--- config.mk ---
export PLATFORM = sky130hd
export DESIGN_NAME = playfair_digraph_cipher_unit
export DESIGN_NICKNAME = d
export VERILOG_FILES = /design/src/design/pfc_pkg.sv /design/src/design/pfc_datapath.sv /design/src/design/pfc_ctrl.sv /design/src/design/playfair_digraph_cipher_unit.sv
export SDC_FILE = /design/constraint.sdc
export NUM_CORES = 1
export LEC_CHECK = 0
export ABC_AREA = 1
export BUFFER_PORTS_ARGS = -buffer_cell sky130_fd_sc_hd__buf_2
export CORE_ASPECT_RATIO = 2
export CORE_MARGIN = 10
export CORE_UTILIZATION = 30
export DETAILED_ROUTE_END_ITERATION = 7
export RECOVER_POWER = 100
export SLEW_MARGIN = 20
export SYNTH_ARGS = -nofsm -noshare
export SYNTH_HDL_FRONTEND = slang
export SYNTH_SLANG_ARGS = --single-unit
--- constraint.sdc ---
create_clock -name clock -period 4 [get_ports clock]
set_input_delay 0.2 -clock clock [delete_from_list [all_inputs] [get_ports clock]]
set_output_delay 0.2 -clock clock [all_outputs]
set_load 0.1 [all_outputs]
--- src/design/pfc_pkg.sv ---
// Shared types, codes and grid geometry for the Playfair digraph cipher unit.
// Used by the controller, the datapath and the top level; depends on nothing.
`timescale 1ns / 1ps

package pfc_pkg;

   // Grid geometry and alphabet.
   localparam int GRID_SIDE   = 5;
   localparam int GRID_CELLS  = GRID_SIDE * GRID_SIDE;
   localparam int NUM_LETTERS = 26;

   typedef logic [4:0] letter_type;
   typedef logic [4:0] cell_idx_type;
   typedef logic [2:0] coord_type;
   typedef logic [2:0] action_type;
   typedef logic [1:0] status_code_type;

   localparam letter_type LETTER_I    = 5'd8;
   localparam letter_type LETTER_J    = 5'd9;
   localparam letter_type LETTER_LAST = 5'd25;

   // Action codes carried by a request transaction.
   localparam action_type ACT_BEGIN   = 3'd0;
   localparam action_type ACT_KEY     = 3'd1;
   localparam action_type ACT_FINISH  = 3'd2;
   localparam action_type ACT_ENCRYPT = 3'd3;
   localparam action_type ACT_DECRYPT = 3'd4;

   // Status codes returned with every response transaction.
   localparam status_code_type ST_OK           = 2'd0;
   localparam status_code_type ST_NOT_READY    = 2'd1;
   localparam status_code_type ST_AFTER_FINISH = 2'd2;

   typedef struct packed {
      action_type action;
      letter_type key_letter;
      letter_type first_letter;
      letter_type second_letter;
   } req_type;

   typedef struct packed {
      letter_type      out_first;
      letter_type      out_second;
      status_code_type status;
   } rsp_type;

   // Commands from the controller to the datapath.
   typedef struct packed {
      logic take_item;
      logic exec;
      logic fill_step;
      logic load_out;
   } pfc_cmd_type;

   // Status from the datapath back to the controller.
   typedef struct packed {
      logic fill_needed;
      logic fill_last;
      logic out_free;
   } pfc_stat_type;

   // Row of a row-major grid cell.
   function automatic coord_type row_of(input int k);
      return coord_type'(k / GRID_SIDE);
   endfunction

   // Column of a row-major grid cell.
   function automatic coord_type col_of(input int k);
      return coord_type'(k % GRID_SIDE);
   endfunction

   // Row-major cell index from a row and a column.
   function automatic cell_idx_type cell_index(input coord_type r, input coord_type c);
      int sum;
      sum = int'(r) * GRID_SIDE + int'(c);
      return cell_idx_type'(sum);
   endfunction

   // Move one place along a row or column with wraparound; back when reverse is set.
   function automatic coord_type wrap_step(input coord_type x, input logic reverse);
      coord_type res;
      if (reverse) begin
         res = (x == coord_type'(0)) ? coord_type'(GRID_SIDE - 1) : x - coord_type'(1);
      end else begin
         res = (x == coord_type'(GRID_SIDE - 1)) ? coord_type'(0) : x + coord_type'(1);
      end
      return res;
   endfunction

endpackage

--- src/design/pfc_datapath.sv ---
// Datapath of the Playfair unit: key grid, letter bookkeeping, position search,
// lookup memory and the response register. Depends on pfc_pkg.
`timescale 1ns / 1ps

module pfc_datapath
   import pfc_pkg::*;
(
   input  logic         clock,
   input  logic         reset,
   input  pfc_cmd_type  cmd,
   output pfc_stat_type stat,
   input  req_type      req_data,
   output logic         rsp_valid,
   input  logic         rsp_stall,
   output rsp_type      rsp_data
);

   // Grid registers used for the parallel position search.
   letter_type grid_ff [GRID_CELLS];
   // Lookup copy of the grid, read at the two result cells.
   letter_type grid_mem [GRID_CELLS];

   req_type                  item_ff, item_in;
   logic [NUM_LETTERS-1:0]   used_ff, used_in;
   logic [4:0]               fill_ff, fill_in;
   logic                     complete_ff, complete_in;
   letter_type               letter_cnt_ff, letter_cnt_in;
   status_code_type          st_ff, st_in;
   logic                     cipher_ff, cipher_in;
   coord_type                row1_ff, row1_in, col1_ff, col1_in;
   coord_type                row2_ff, row2_in, col2_ff, col2_in;
   logic                     rsp_valid_ff;
   rsp_type                  rsp_ff;

   logic                     wr_en;
   letter_type               wr_letter;
   letter_type               first_key, second_key;
   coord_type                row1_s, col1_s, row2_s, col2_s;
   logic                     key_ok, fill_ok, reverse;
   cell_idx_type             idx1, idx2;

   // Digraph letters with j folded onto i.
   assign first_key  = (item_ff.first_letter == LETTER_J) ? LETTER_I : item_ff.first_letter;
   assign second_key = (item_ff.second_letter == LETTER_J) ? LETTER_I : item_ff.second_letter;

   // Parallel search of both letters over all grid cells; no match means the corner cell.
   always_comb begin
      row1_s = '0;
      col1_s = '0;
      row2_s = '0;
      col2_s = '0;
      for (int k = 0; k < GRID_CELLS; k++) begin
         if (grid_ff[k] == first_key) begin
            row1_s = row_of(k);
            col1_s = col_of(k);
         end
         if (grid_ff[k] == second_key) begin
            row2_s = row_of(k);
            col2_s = col_of(k);
         end
      end
   end

   // A key letter is placed when it is a real letter other than j and not yet used.
   assign key_ok = (item_ff.key_letter <= LETTER_LAST) && (item_ff.key_letter != LETTER_J)
                   && !used_ff[item_ff.key_letter] && (fill_ff < 5'(GRID_CELLS));
   // During the fill sweep the current letter is placed when unused and not j.
   assign fill_ok = (letter_cnt_ff != LETTER_J) && !used_ff[letter_cnt_ff]
                    && (fill_ff < 5'(GRID_CELLS));

   // Next state of the key bookkeeping and the working registers.
   always_comb begin
      item_in       = item_ff;
      used_in       = used_ff;
      fill_in       = fill_ff;
      complete_in   = complete_ff;
      letter_cnt_in = letter_cnt_ff;
      st_in         = st_ff;
      cipher_in     = cipher_ff;
      row1_in       = row1_ff;
      col1_in       = col1_ff;
      row2_in       = row2_ff;
      col2_in       = col2_ff;
      wr_en         = 1'b0;
      wr_letter     = item_ff.key_letter;

      if (cmd.take_item) begin
         item_in = req_data;
      end

      if (cmd.exec) begin
         st_in     = ST_OK;
         cipher_in = 1'b0;
         case (item_ff.action)
            ACT_BEGIN: begin
               used_in     = '0;
               fill_in     = '0;
               complete_in = 1'b0;
            end
            ACT_KEY: begin
               if (complete_ff) begin
                  st_in = ST_AFTER_FINISH;
               end else if (key_ok) begin
                  wr_en = 1'b1;
               end
            end
            ACT_FINISH: begin
               if (complete_ff) begin
                  st_in = ST_AFTER_FINISH;
               end else begin
                  letter_cnt_in = '0;
               end
            end
            ACT_ENCRYPT, ACT_DECRYPT: begin
               if (!complete_ff) begin
                  st_in = ST_NOT_READY;
               end else begin
                  cipher_in = 1'b1;
                  row1_in   = row1_s;
                  col1_in   = col1_s;
                  row2_in   = row2_s;
                  col2_in   = col2_s;
               end
            end
            default: begin
               st_in = ST_OK;
            end
         endcase
      end

      // One letter of the alphabet per cycle while finishing the key.
      if (cmd.fill_step) begin
         wr_letter     = letter_cnt_ff;
         wr_en         = fill_ok;
         letter_cnt_in = letter_cnt_ff + 5'd1;
         if (letter_cnt_ff == LETTER_LAST) begin
            complete_in = 1'b1;
         end
      end

      if (wr_en) begin
         used_in[wr_letter] = 1'b1;
         fill_in            = fill_ff + 5'd1;
      end
   end

   // Control registers.
   always_ff @(posedge clock) begin
      if (reset) begin
         used_ff     <= '0;
         fill_ff     <= '0;
         complete_ff <= 1'b0;
      end else begin
         used_ff     <= used_in;
         fill_ff     <= fill_in;
         complete_ff <= complete_in;
      end
   end

   // Working registers; no reset needed.
   always_ff @(posedge clock) begin
      item_ff       <= item_in;
      letter_cnt_ff <= letter_cnt_in;
      st_ff         <= st_in;
      cipher_ff     <= cipher_in;
      row1_ff       <= row1_in;
      col1_ff       <= col1_in;
      row2_ff       <= row2_in;
      col2_ff       <= col2_in;
   end

   // Grid writes go to both the search registers and the lookup memory.
   always_ff @(posedge clock) begin
      if (wr_en) begin
         grid_ff[fill_ff]  <= wr_letter;
         grid_mem[fill_ff] <= wr_letter;
      end
   end

   // Result cells: row shift, column shift, or rectangle swap of columns.
   assign reverse = (item_ff.action == ACT_DECRYPT);

   always_comb begin
      if (row1_ff == row2_ff) begin
         idx1 = cell_index(row1_ff, wrap_step(col1_ff, reverse));
         idx2 = cell_index(row2_ff, wrap_step(col2_ff, reverse));
      end else if (col1_ff == col2_ff) begin
         idx1 = cell_index(wrap_step(row1_ff, reverse), col1_ff);
         idx2 = cell_index(wrap_step(row2_ff, reverse), col2_ff);
      end else begin
         idx1 = cell_index(row1_ff, col2_ff);
         idx2 = cell_index(row2_ff, col1_ff);
      end
   end

   // Response register, loaded from the lookup memory when it is free.
   always_ff @(posedge clock) begin
      if (reset) begin
         rsp_valid_ff <= 1'b0;
      end else if (cmd.load_out) begin
         rsp_valid_ff <= 1'b1;
      end else if (!rsp_stall) begin
         rsp_valid_ff <= 1'b0;
      end
   end

   always_ff @(posedge clock) begin
      if (cmd.load_out) begin
         rsp_ff.out_first  <= cipher_ff ? grid_mem[idx1] : '0;
         rsp_ff.out_second <= cipher_ff ? grid_mem[idx2] : '0;
         rsp_ff.status     <= st_ff;
      end
   end

   assign rsp_valid = rsp_valid_ff;
   assign rsp_data  = rsp_ff;

   assign stat.fill_needed = (item_ff.action == ACT_FINISH) && !complete_ff;
   assign stat.fill_last   = (letter_cnt_ff == LETTER_LAST);
   assign stat.out_free    = !rsp_valid_ff || !rsp_stall;

`ifndef ASSERT_OFF
   a_fill_bound: assert property (@(posedge clock) disable iff (reset)
      fill_ff <= 5'(GRID_CELLS))
      else $error("Grid fill count exceeds the grid size.");

   a_used_matches_fill: assert property (@(posedge clock) disable iff (reset)
      $countones(used_ff) == int'(fill_ff))
      else $error("Used-letter bits disagree with the fill count.");

   a_complete_full: assert property (@(posedge clock) disable iff (reset)
      complete_ff |-> fill_ff == 5'(GRID_CELLS))
      else $error("Grid marked complete without all cells written.");

   a_no_j_written: assert property (@(posedge clock) disable iff (reset)
      wr_en |-> (wr_letter != LETTER_J) && (wr_letter <= LETTER_LAST))
      else $error("Illegal letter written into the grid.");
`endif

endmodule

--- src/design/pfc_ctrl.sv ---
// Controller of the Playfair unit: sequences accept, execute, key fill and response.
// Depends on pfc_pkg; drives the datapath by command signals.
`timescale 1ns / 1ps

module pfc_ctrl
   import pfc_pkg::*;
(
   input  logic         clock,
   input  logic         reset,
   input  logic         req_valid,
   output logic         req_stall,
   input  pfc_stat_type stat,
   output pfc_cmd_type  cmd
);

   typedef enum logic [3:0] {
      S_IDLE    = 4'b0001,
      S_EXEC    = 4'b0010,
      S_FILL    = 4'b0100,
      S_RESPOND = 4'b1000
   } state_type;

   state_type state_ff, state_in;
   logic      can_take;
   logic      respond_done;

   // A new transaction is taken when idle, or in the cycle the previous result is loaded.
   assign respond_done = (state_ff == S_RESPOND) && stat.out_free;
   assign can_take     = (state_ff == S_IDLE) || respond_done;
   assign req_stall    = !can_take;

   assign cmd.take_item = can_take && req_valid;
   assign cmd.exec      = (state_ff == S_EXEC);
   assign cmd.fill_step = (state_ff == S_FILL);
   assign cmd.load_out  = respond_done;

   // Next-state logic.
   always_comb begin
      state_in = state_ff;
      case (state_ff)
         S_IDLE: begin
            if (req_valid) begin
               state_in = S_EXEC;
            end
         end
         S_EXEC: begin
            state_in = stat.fill_needed ? S_FILL : S_RESPOND;
         end
         S_FILL: begin
            if (stat.fill_last) begin
               state_in = S_RESPOND;
            end
         end
         S_RESPOND: begin
            if (stat.out_free) begin
               state_in = req_valid ? S_EXEC : S_IDLE;
            end
         end
         default: begin
            state_in = S_IDLE;
         end
      endcase
   end

   always_ff @(posedge clock) begin
      if (reset) begin
         state_ff <= S_IDLE;
      end else begin
         state_ff <= state_in;
      end
   end

endmodule

--- src/design/playfair_digraph_cipher_unit.sv ---
// Top level of the Playfair digraph cipher unit.
// Joins pfc_ctrl and pfc_datapath; depends on pfc_pkg.
`timescale 1ns / 1ps

// Usage:
// The request channel (req_valid, req_stall, req_data) carries one action per
// transaction: begin key, key letter, finish key, encrypt pair or decrypt pair.
// The response channel (rsp_valid, rsp_stall, rsp_data) returns exactly one
// result per request: two letters and a status code.
// A transaction is taken at a clock edge with valid high and stall low.
// A taken request is registered, then executed, then its result enters the output register.
// A finish-key request adds a sweep over the alphabet that fills the
// rest of the grid, one letter per cycle.
// A request is not taken while the previous one is in its execute or fill step,
// so the finish sweep holds off the next request until the sweep ends.
// The next request is taken in the same cycle the previous result enters the
// output register, so a waiting result does not block a new request.
// When the receiver stalls, the result is held in the output register and the
// unit stops taking requests once its next result is ready.
// Reset (synchronous, active high) clears the key state: any cipher request
// then returns the not-ready status until a key is loaded and finished.

module playfair_digraph_cipher_unit
   import pfc_pkg::*;
(
   input  logic    clock,
   input  logic    reset,
   input  logic    req_valid,
   output logic    req_stall,
   input  req_type req_data,
   output logic    rsp_valid,
   input  logic    rsp_stall,
   output rsp_type rsp_data
);

   pfc_cmd_type  cmd;
   pfc_stat_type stat;

   pfc_ctrl u_ctrl (
      .clock     (clock),
      .reset     (reset),
      .req_valid (req_valid),
      .req_stall (req_stall),
      .stat      (stat),
      .cmd       (cmd)
   );

   pfc_datapath u_datapath (
      .clock     (clock),
      .reset     (reset),
      .cmd       (cmd),
      .stat      (stat),
      .req_data  (req_data),
      .rsp_valid (rsp_valid),
      .rsp_stall (rsp_stall),
      .rsp_data  (rsp_data)
   );

endmodule

# After elaboration in Yosys (flattened, before gate mapping)
# Memories as Yosys holds them, arrays and structs flattened. A register that Yosys moved wholly into a read port is not among the register bits.
# Cells that the tools add are included.
# word_totals
regBits,77
latch_bits,0
ram_bits,250
mem_bits_ro,0
input_bits,22
out_inout_bits,14
word_cells,294
n_memories,2
# memory_table
memory,depth,width,rd,rd_clocked_by_memory_dff,write_ports,line,rtl
u_datapath.grid_ff,25,5,24,0,1,pfc_datapath.sv:19,letter_type grid_ff [GRID_CELLS];
u_datapath.grid_mem,25,5,2,2,1,pfc_datapath.sv:21,letter_type grid_mem [GRID_CELLS];
# classes
add_sub_neg,16
multipliers,4
div,0
magnitude_cmp,6
n_eq_ne,72
shifts,0
mux,140
bitwise_logic,1
reduce_logical,36
# op_table
operator,count
$eq A5 B5 Y1,48
$mux W3,61
$mux W26,3
$mux W5,14
$mux W2,23
$add A5 B4 Y5,6
$mux W1,30
$or A26 B26 Y26,1
$mul A3 B3 Y5 const B,4
$lt A5 B6 Y1 const B,3
$mux W4,4
$pmux W4 S4,1
$eq A3 B3 Y1 const B,5
$logic_not A3 Y1,5
$add A3 B1 Y3 const B,4
$sub A3 B1 Y3 const B,4
$add A5 B1 Y5 const B,2
$bmux W1 S5,2
$eq A5 B4 Y1 const B,2
$ne A5 B4 Y1 const B,2
$reduce_or A5 Y1,2
$logic_and A1 B1 Y1,9
$reduce_and A3 Y1,3
$logic_not A1 Y1,8
other kinds (19),29

# Longest topological paths before layout
# logic_depth
word_depth,26
ltp_mapped,26
depth_no_buf,25

# By module
# From an unflattened synthesis, not the netlist that was laid out.
# hier_totals
cells_unflattened,1886
hier_area_um2,15322.2
# modules_own_cells
module,instances,cells_each,area_each_um2,seq_area_each_um2
pfc_datapath,1,1837,15029.4,5915.7
pfc_ctrl,1,49,292.8,80.1

# Worst setup path after synthesis
# Ideal clock, no wire load.
# synth_path
path_kind,register to register
start,reg u_datapath.row1_ff[1]
end,reg u_datapath.rsp_data[10] (netlist name)
setup_ns,0.264
arrival_time_ns,3.359
required_ns,3.736
path_slack_ns,0.377
stages_incl_launch_ff,22
n_path_buf,2
synth_period_minus_slack_ns,3.623
cell_sequence,edfxtp_1 inv_1 ha_1 ha_1 nor2_1 a21oi_1 inv_1 ha_1 ha_1 fa_1 xnor2_1 nand2_1 o21ai_0 nand2_1 o21a_1 buf_2 inv_1 buf_2 nand3_1 o21ai_0 o21ai_0 a31oi_1
# synth_between
elab_chain_len,9
elab_cells_between_ends,17
classes_between,add/sub (5); mul (2); eq/ne (2); mux (7); reduce/logical (1)
# synth_lines
element,line,rtl
start: declaration,pfc_datapath.sv:30,"coord_type row1_ff, row1_in, col1_ff, col1_in;"
start signal: assignment,pfc_datapath.sv:166,row1_ff <= row1_in;
$add A3 B1 Y3 (tied with other cells),pfc_pkg.sv:85,res = (x == coord_type'(GRID_SIDE - 1)) ? coord_type'(0) : x + coord_type'(1);
$mux W3 (on tied branches),"pfc_pkg.sv:85, pfc_pkg.sv:83",
$mux W3,pfc_pkg.sv:82,if (reverse) begin
$mux W3,pfc_datapath.sv:187,end else if (col1_ff == col2_ff) begin
$mux W3,pfc_datapath.sv:184,if (row1_ff == row2_ff) begin
$mul A3 B3 Y5,pfc_pkg.sv:75,sum = int'(r) * GRID_SIDE + int'(c);
$add A5 B4 Y5,pfc_pkg.sv:75,
$mux W5,pfc_datapath.sv:187,
$mux W5 (*),pfc_datapath.sv:184,
# Every way passes the cells marked *; elsewhere a longest branch is shown, timed or not. The select of a mux whose other input is x is not followed.
# A chain may end at the register's enable or synchronous reset.

# Worst setup path in the final report
# layout_path
start,reg u_datapath.item_ff[15] (netlist bit)
end,reg u_datapath.rsp_data[7] (netlist name)
# layout_between
elab_chain_len,8
elab_cells_between_ends,11
classes_between,add/sub (2); mul (1); eq/ne (1); mux (7)
# layout_lines
element,line,rtl
start: declaration,pfc_datapath.sv:23,"req_type item_ff, item_in;"
start signal: assignment,pfc_datapath.sv:162,item_ff <= item_in;
$eq A3 B3 Y1 (*),pfc_datapath.sv:181,assign reverse = (item_ff.action == ACT_DECRYPT);
$mux W3,pfc_pkg.sv:82,
$mux W3,pfc_datapath.sv:187,
$mux W3,pfc_datapath.sv:184,
$mul A3 B3 Y5,pfc_pkg.sv:75,
$add A5 B4 Y5,pfc_pkg.sv:75,
$mux W5,pfc_datapath.sv:187,
$mux W5 (*),pfc_datapath.sv:184,
# Marks and branches as above.

==> results.toml <==
[run_status]
outcome = "finished with violations"
violations = "max-capacitance violations, max-slew violations"

[grt]
grt_pass1_vias = 14189
grt_max_degree = 76
antenna_found_initial = 0
grt_overflow = 0
grt_pass1_wl_um = 87300
grt_use_total = 0.187

[logic_synthesis]
synth.distinct_cells = 59
synthSimpleGateAreaFrac = 0.189
synth_cells = 1853
synth_top_family_by_area = "simple AND/OR/NAND/NOR gates"
synth_compound_area_frac = 0.181
synth-main-ff-cell = "edfxtp_1"
synth_seq_cells = 212
synth_edf_count = 175
ys_seq_area_frac = 0.393
synthXorXnorAreaFrac = 0.110
ys_async_sr_fraction = 0
netlist_area_um2 = 15300
ys_warn_count = 0
syn_area_per_cell_um2 = 8.23
syn-num-nets = 1935
muxShareOfSynthArea = 0
synth_fa_ha_area_frac = 0.0522

[die]
ios = 36
start_util = 0.304
coreArea_um2 = 50200
die_w_um = 179
rows = 116
dieArea_um2 = 60800
die_h_um = 339

[clocking]
cts_tree = "built"
clock_sinks = 212
htree_levels = 1
cts.clk_slew.worst_paths_ns = 0.07
cts_made_buffers = 20
clock_path_buffers = 3
clockRootBuffer = "clkbuf_16"
clk_latency_ns = 0.55

[timing]
slew_viol_final = 29
finClkSkew_ns = 0.0158
tightest_slew_ns = 1.67
fin_crit_sh = 0.962
fmax_ghz = 0.260
hold_violations = 0
slew_headroom = -0.111
setup_violations = 0
fin_crit_ns = 3.85

[min_path]
hold_depth = 3
min_path_type = "in2reg"
holdPathEnd = "u_datapath.rsp_valid$_SDFFE_PP0P_"
min_from = "rsp_stall"

[worst_setup_path]
reg2reg_setup_slack_ns = 0.15
cp.required_ns = 4.28
reg2reg_to = "u_datapath.rsp_data[7]$_SDFFCE_PN0P_"
cp-end-kind = "register"
reg2regPathDepth = 20
r2r_start = "u_datapath.item_ff[15]$_DFFE_PP_"
critPathMaxFanout = 5
worstSetupPathType = "reg2reg"
start_kind = "register"
arrival_ns = 4.13

[place]
place.gp.congestion = 1.01
io_buffers = 35
placed_cells = 2518
post_dp_cell_area_um2 = 16300
dp_hpwl_um = 46200

[final_layout]
diodes = 0
area_growth_pct = 13.1
fill_cells = 5314
stdcell_area_um2 = 17300
drive_above_1_share = 0.0946
fin_cells = 2583
finish.net_count = 2002

[power_and_ir_drop]
irDropWorstVdd_uv = 280
power.density_nw_per_um2 = 369
leakagePower_nw = 6.56

[route]
drtIter0Drc = 1065
drtPass1Iterations = 8
vias_per_cell = 5.56
dr_total_vias = 14351
wl_per_cell_um = 23.3
ant_nets = 0
drc = 0
drt_wl_total_um = 60200

[run]
max-cap-violations = 1
==> critical path, stage by stage (launching register included) <==
cell	delay, ns
edfxtp_1	0.45
nor2_2	0.15
inv_1	0.07
nor2_4	0.21
buf_6	0.16
nor2_1	0.05
o21a_1	0.23
ha_4	0.17
ha_1	0.27
ha_1	0.34
a21oi_1	0.17
nand2_1	0.10
xnor2_2	0.15
o21ai_0	0.24
o21ai_1	0.11
a21boi_1	0.22
inv_2	0.08
a21oi_1	0.15
o31ai_1	0.11
nand2_1	0.08
a31oi_1	0.07
==> state kept, by name (all words and copies together) (netlist names), 4 cells and up <==
name / flops
u_datapath.used_ff: 26
u_ctrl.state_ff: 4
u_datapath.item_ff: 18
u_datapath.grid_mem: 125
u_datapath.letter_cnt_ff: 5
u_datapath.rsp_data: 12
u_datapath.fill_ff: 5
==> per-layer routing <==
metal  track usage  wire [um]
met1         0.162      18600
met2         0.358      31800
met3        0.0202       2930
met4         0.186       6830
met5             0          0
==> layout make-up <==
| class | instances | area (um^2) | share of cell area |
|---|---|---|---|
| multi-input combinational | 1388 | 8170 | 0.474 |
| sequential | 212 | 6000 | 0.348 |
| timing repair buffer | 138 | 1040 | 0.0602 |
| tap | 649 | 812 | 0.0471 |
| inverter | 160 | 609 | 0.0353 |
| clock buffer | 24 | 515 | 0.0299 |
| clock inverter | 12 | 106 | 0.00617 |
==> how the worst max path moves through the flow <==
stage               slack (ns)  cells after the start                                     to                                 from
floorplan                 0.38                     21  u_datapath.rsp_data[10]$_SDFFCE_PN0P_  u_datapath.row1_ff[1]$_SDFFCE_PP0P_
global placement        -0.009                     19   u_datapath.rsp_data[9]$_SDFFCE_PN0P_     u_datapath.item_ff[16]$_DFFE_PP_
detailed placement       -0.04                     18   u_datapath.rsp_data[9]$_SDFFCE_PN0P_     u_datapath.item_ff[16]$_DFFE_PP_
CTS                      0.007                     18  u_datapath.rsp_data[10]$_SDFFCE_PN0P_     u_datapath.item_ff[16]$_DFFE_PP_
global route             -0.03                     21   u_datapath.rsp_data[7]$_SDFFCE_PN0P_     u_datapath.item_ff[15]$_DFFE_PP_
finish                    0.15                     20   u_datapath.rsp_data[7]$_SDFFCE_PN0P_     u_datapath.item_ff[15]$_DFFE_PP_
==> placed cells by master, fill, tap and decap left out, types with 5 or more instances in the layout <==
master | netlist | layout
inv_2 | 17 | 13
nand3b_1 | 11 | 11
or2_2 | 5 | 5
buf_2 | 37 | 22
dfxtp_1 | 37 | 37
clkinv_1 | 2 | 5
nor3_1 | 17 | 21
inv_1 | 141 | 142
xor2_1 | 97 | 97
a31oi_1 | 12 | 12
o22ai_1 | 30 | 28
dlygate4sd3_1 | 0 | 18
xnor2_1 | 92 | 91
ha_1 | 54 | 52
clkbuf_1 | 22 | 31
buf_4 | 17 | 58
nand2_1 | 279 | 281
o211ai_1 | 11 | 11
buf_12 | 0 | 5
edfxtp_1 | 175 | 175
clkinvlp_4 | 0 | 5
a221oi_1 | 13 | 13
nor4_1 | 6 | 7
buf_6 | 11 | 5
fa_1 | 6 | 6
o21ai_1 | 17 | 18
o21ai_2 | 6 | 7
clkbuf_16 | 0 | 22
o221ai_1 | 41 | 37
nand3_1 | 70 | 69
o21ai_0 | 197 | 194
nor2_1 | 225 | 224
nand4_1 | 34 | 34
a21oi_1 | 121 | 120
==> where the power goes <==
part | leakage (nW) | internal, mW | switching, mW
Sequential | 1.88 | 2.55 | 0.0860
Combinational | 4.39 | 0.576 | 1.29
Clock | 0.286 | 0.995 | 0.878
Total | 6.56 | 4.12 | 2.25
==> cells in the mapped netlist, drive strengths merged, types with 2 or more instances <==
cell type	n	share of area
nand2	285	0.072
nor2	227	0.057
o21ai	220	0.074
edfxtp	175	0.34
inv	158	0.039
a21oi	123	0.041
xor2	97	0.056
xnor2	93	0.054
nand3	73	0.025
buf	69	0.030
ha	54	0.044
o221ai	41	0.024
dfxtp	37	0.049
nand4	34	0.014
o22ai	32	0.014
clkbuf	24	0.0061
nor3	22	0.0093
a221oi	13	0.0075
a31oi	12	0.0049
nand3b	11	0.0054
o211ai	11	0.0054
or2	8	0.0034
nor4	7	0.0033
fa	6	0.0079
o21a	4	0.0020
a21boi	2	0.00098
a21o	2	0.00098
a22oi	2	0.00098
clkinv	2	0.00049
o221a	2	0.0015
o31ai	2	0.00098
==> logic make-up (layout without fill, tap and decap cells) <==
family	count (synthesis)	after routing
and+or+nand+nor	667	667
AOI/OAI and AO/OA	471	471
buffers and inverters	253	334
DFF	212	212
xor gates and xnor gates	190	190
adders and majority gates	60	60
==> stage by stage <==
stage | TNS (ns) | hold WS [ns] | power (mW) | utilization | worst slack [ns]
CTS | 0 | 0.00786 | 6.37 | 0.341 | 0.00714
finish | 0 | 0.00748 | 6.37 | 0.344 | 0.151
global placement | -0.00854 | 0.376 | 4.46 | 0.325 | -0.00854
global route | -0.0494 | 0.0255 | 6.63 | 0.344 | -0.0279
detailed placement | -0.0719 | 0.378 | 4.48 | 0.325 | -0.0384
floorplan | 0 | 0.299 | 3.89 | - | 0.377
==> timing repair <==
action | in CTS | in global routing
pin swaps | 0 | 7
resized for setup | 3 | 30
endpoints found under the hold margin | 18 | 0
hold buffers | 18 | 0
setup endpoints to repair | 3 | 10
setup buffers | 0 | 8
cloned | 0 | 3
Power figures use the tool's default switching activity.
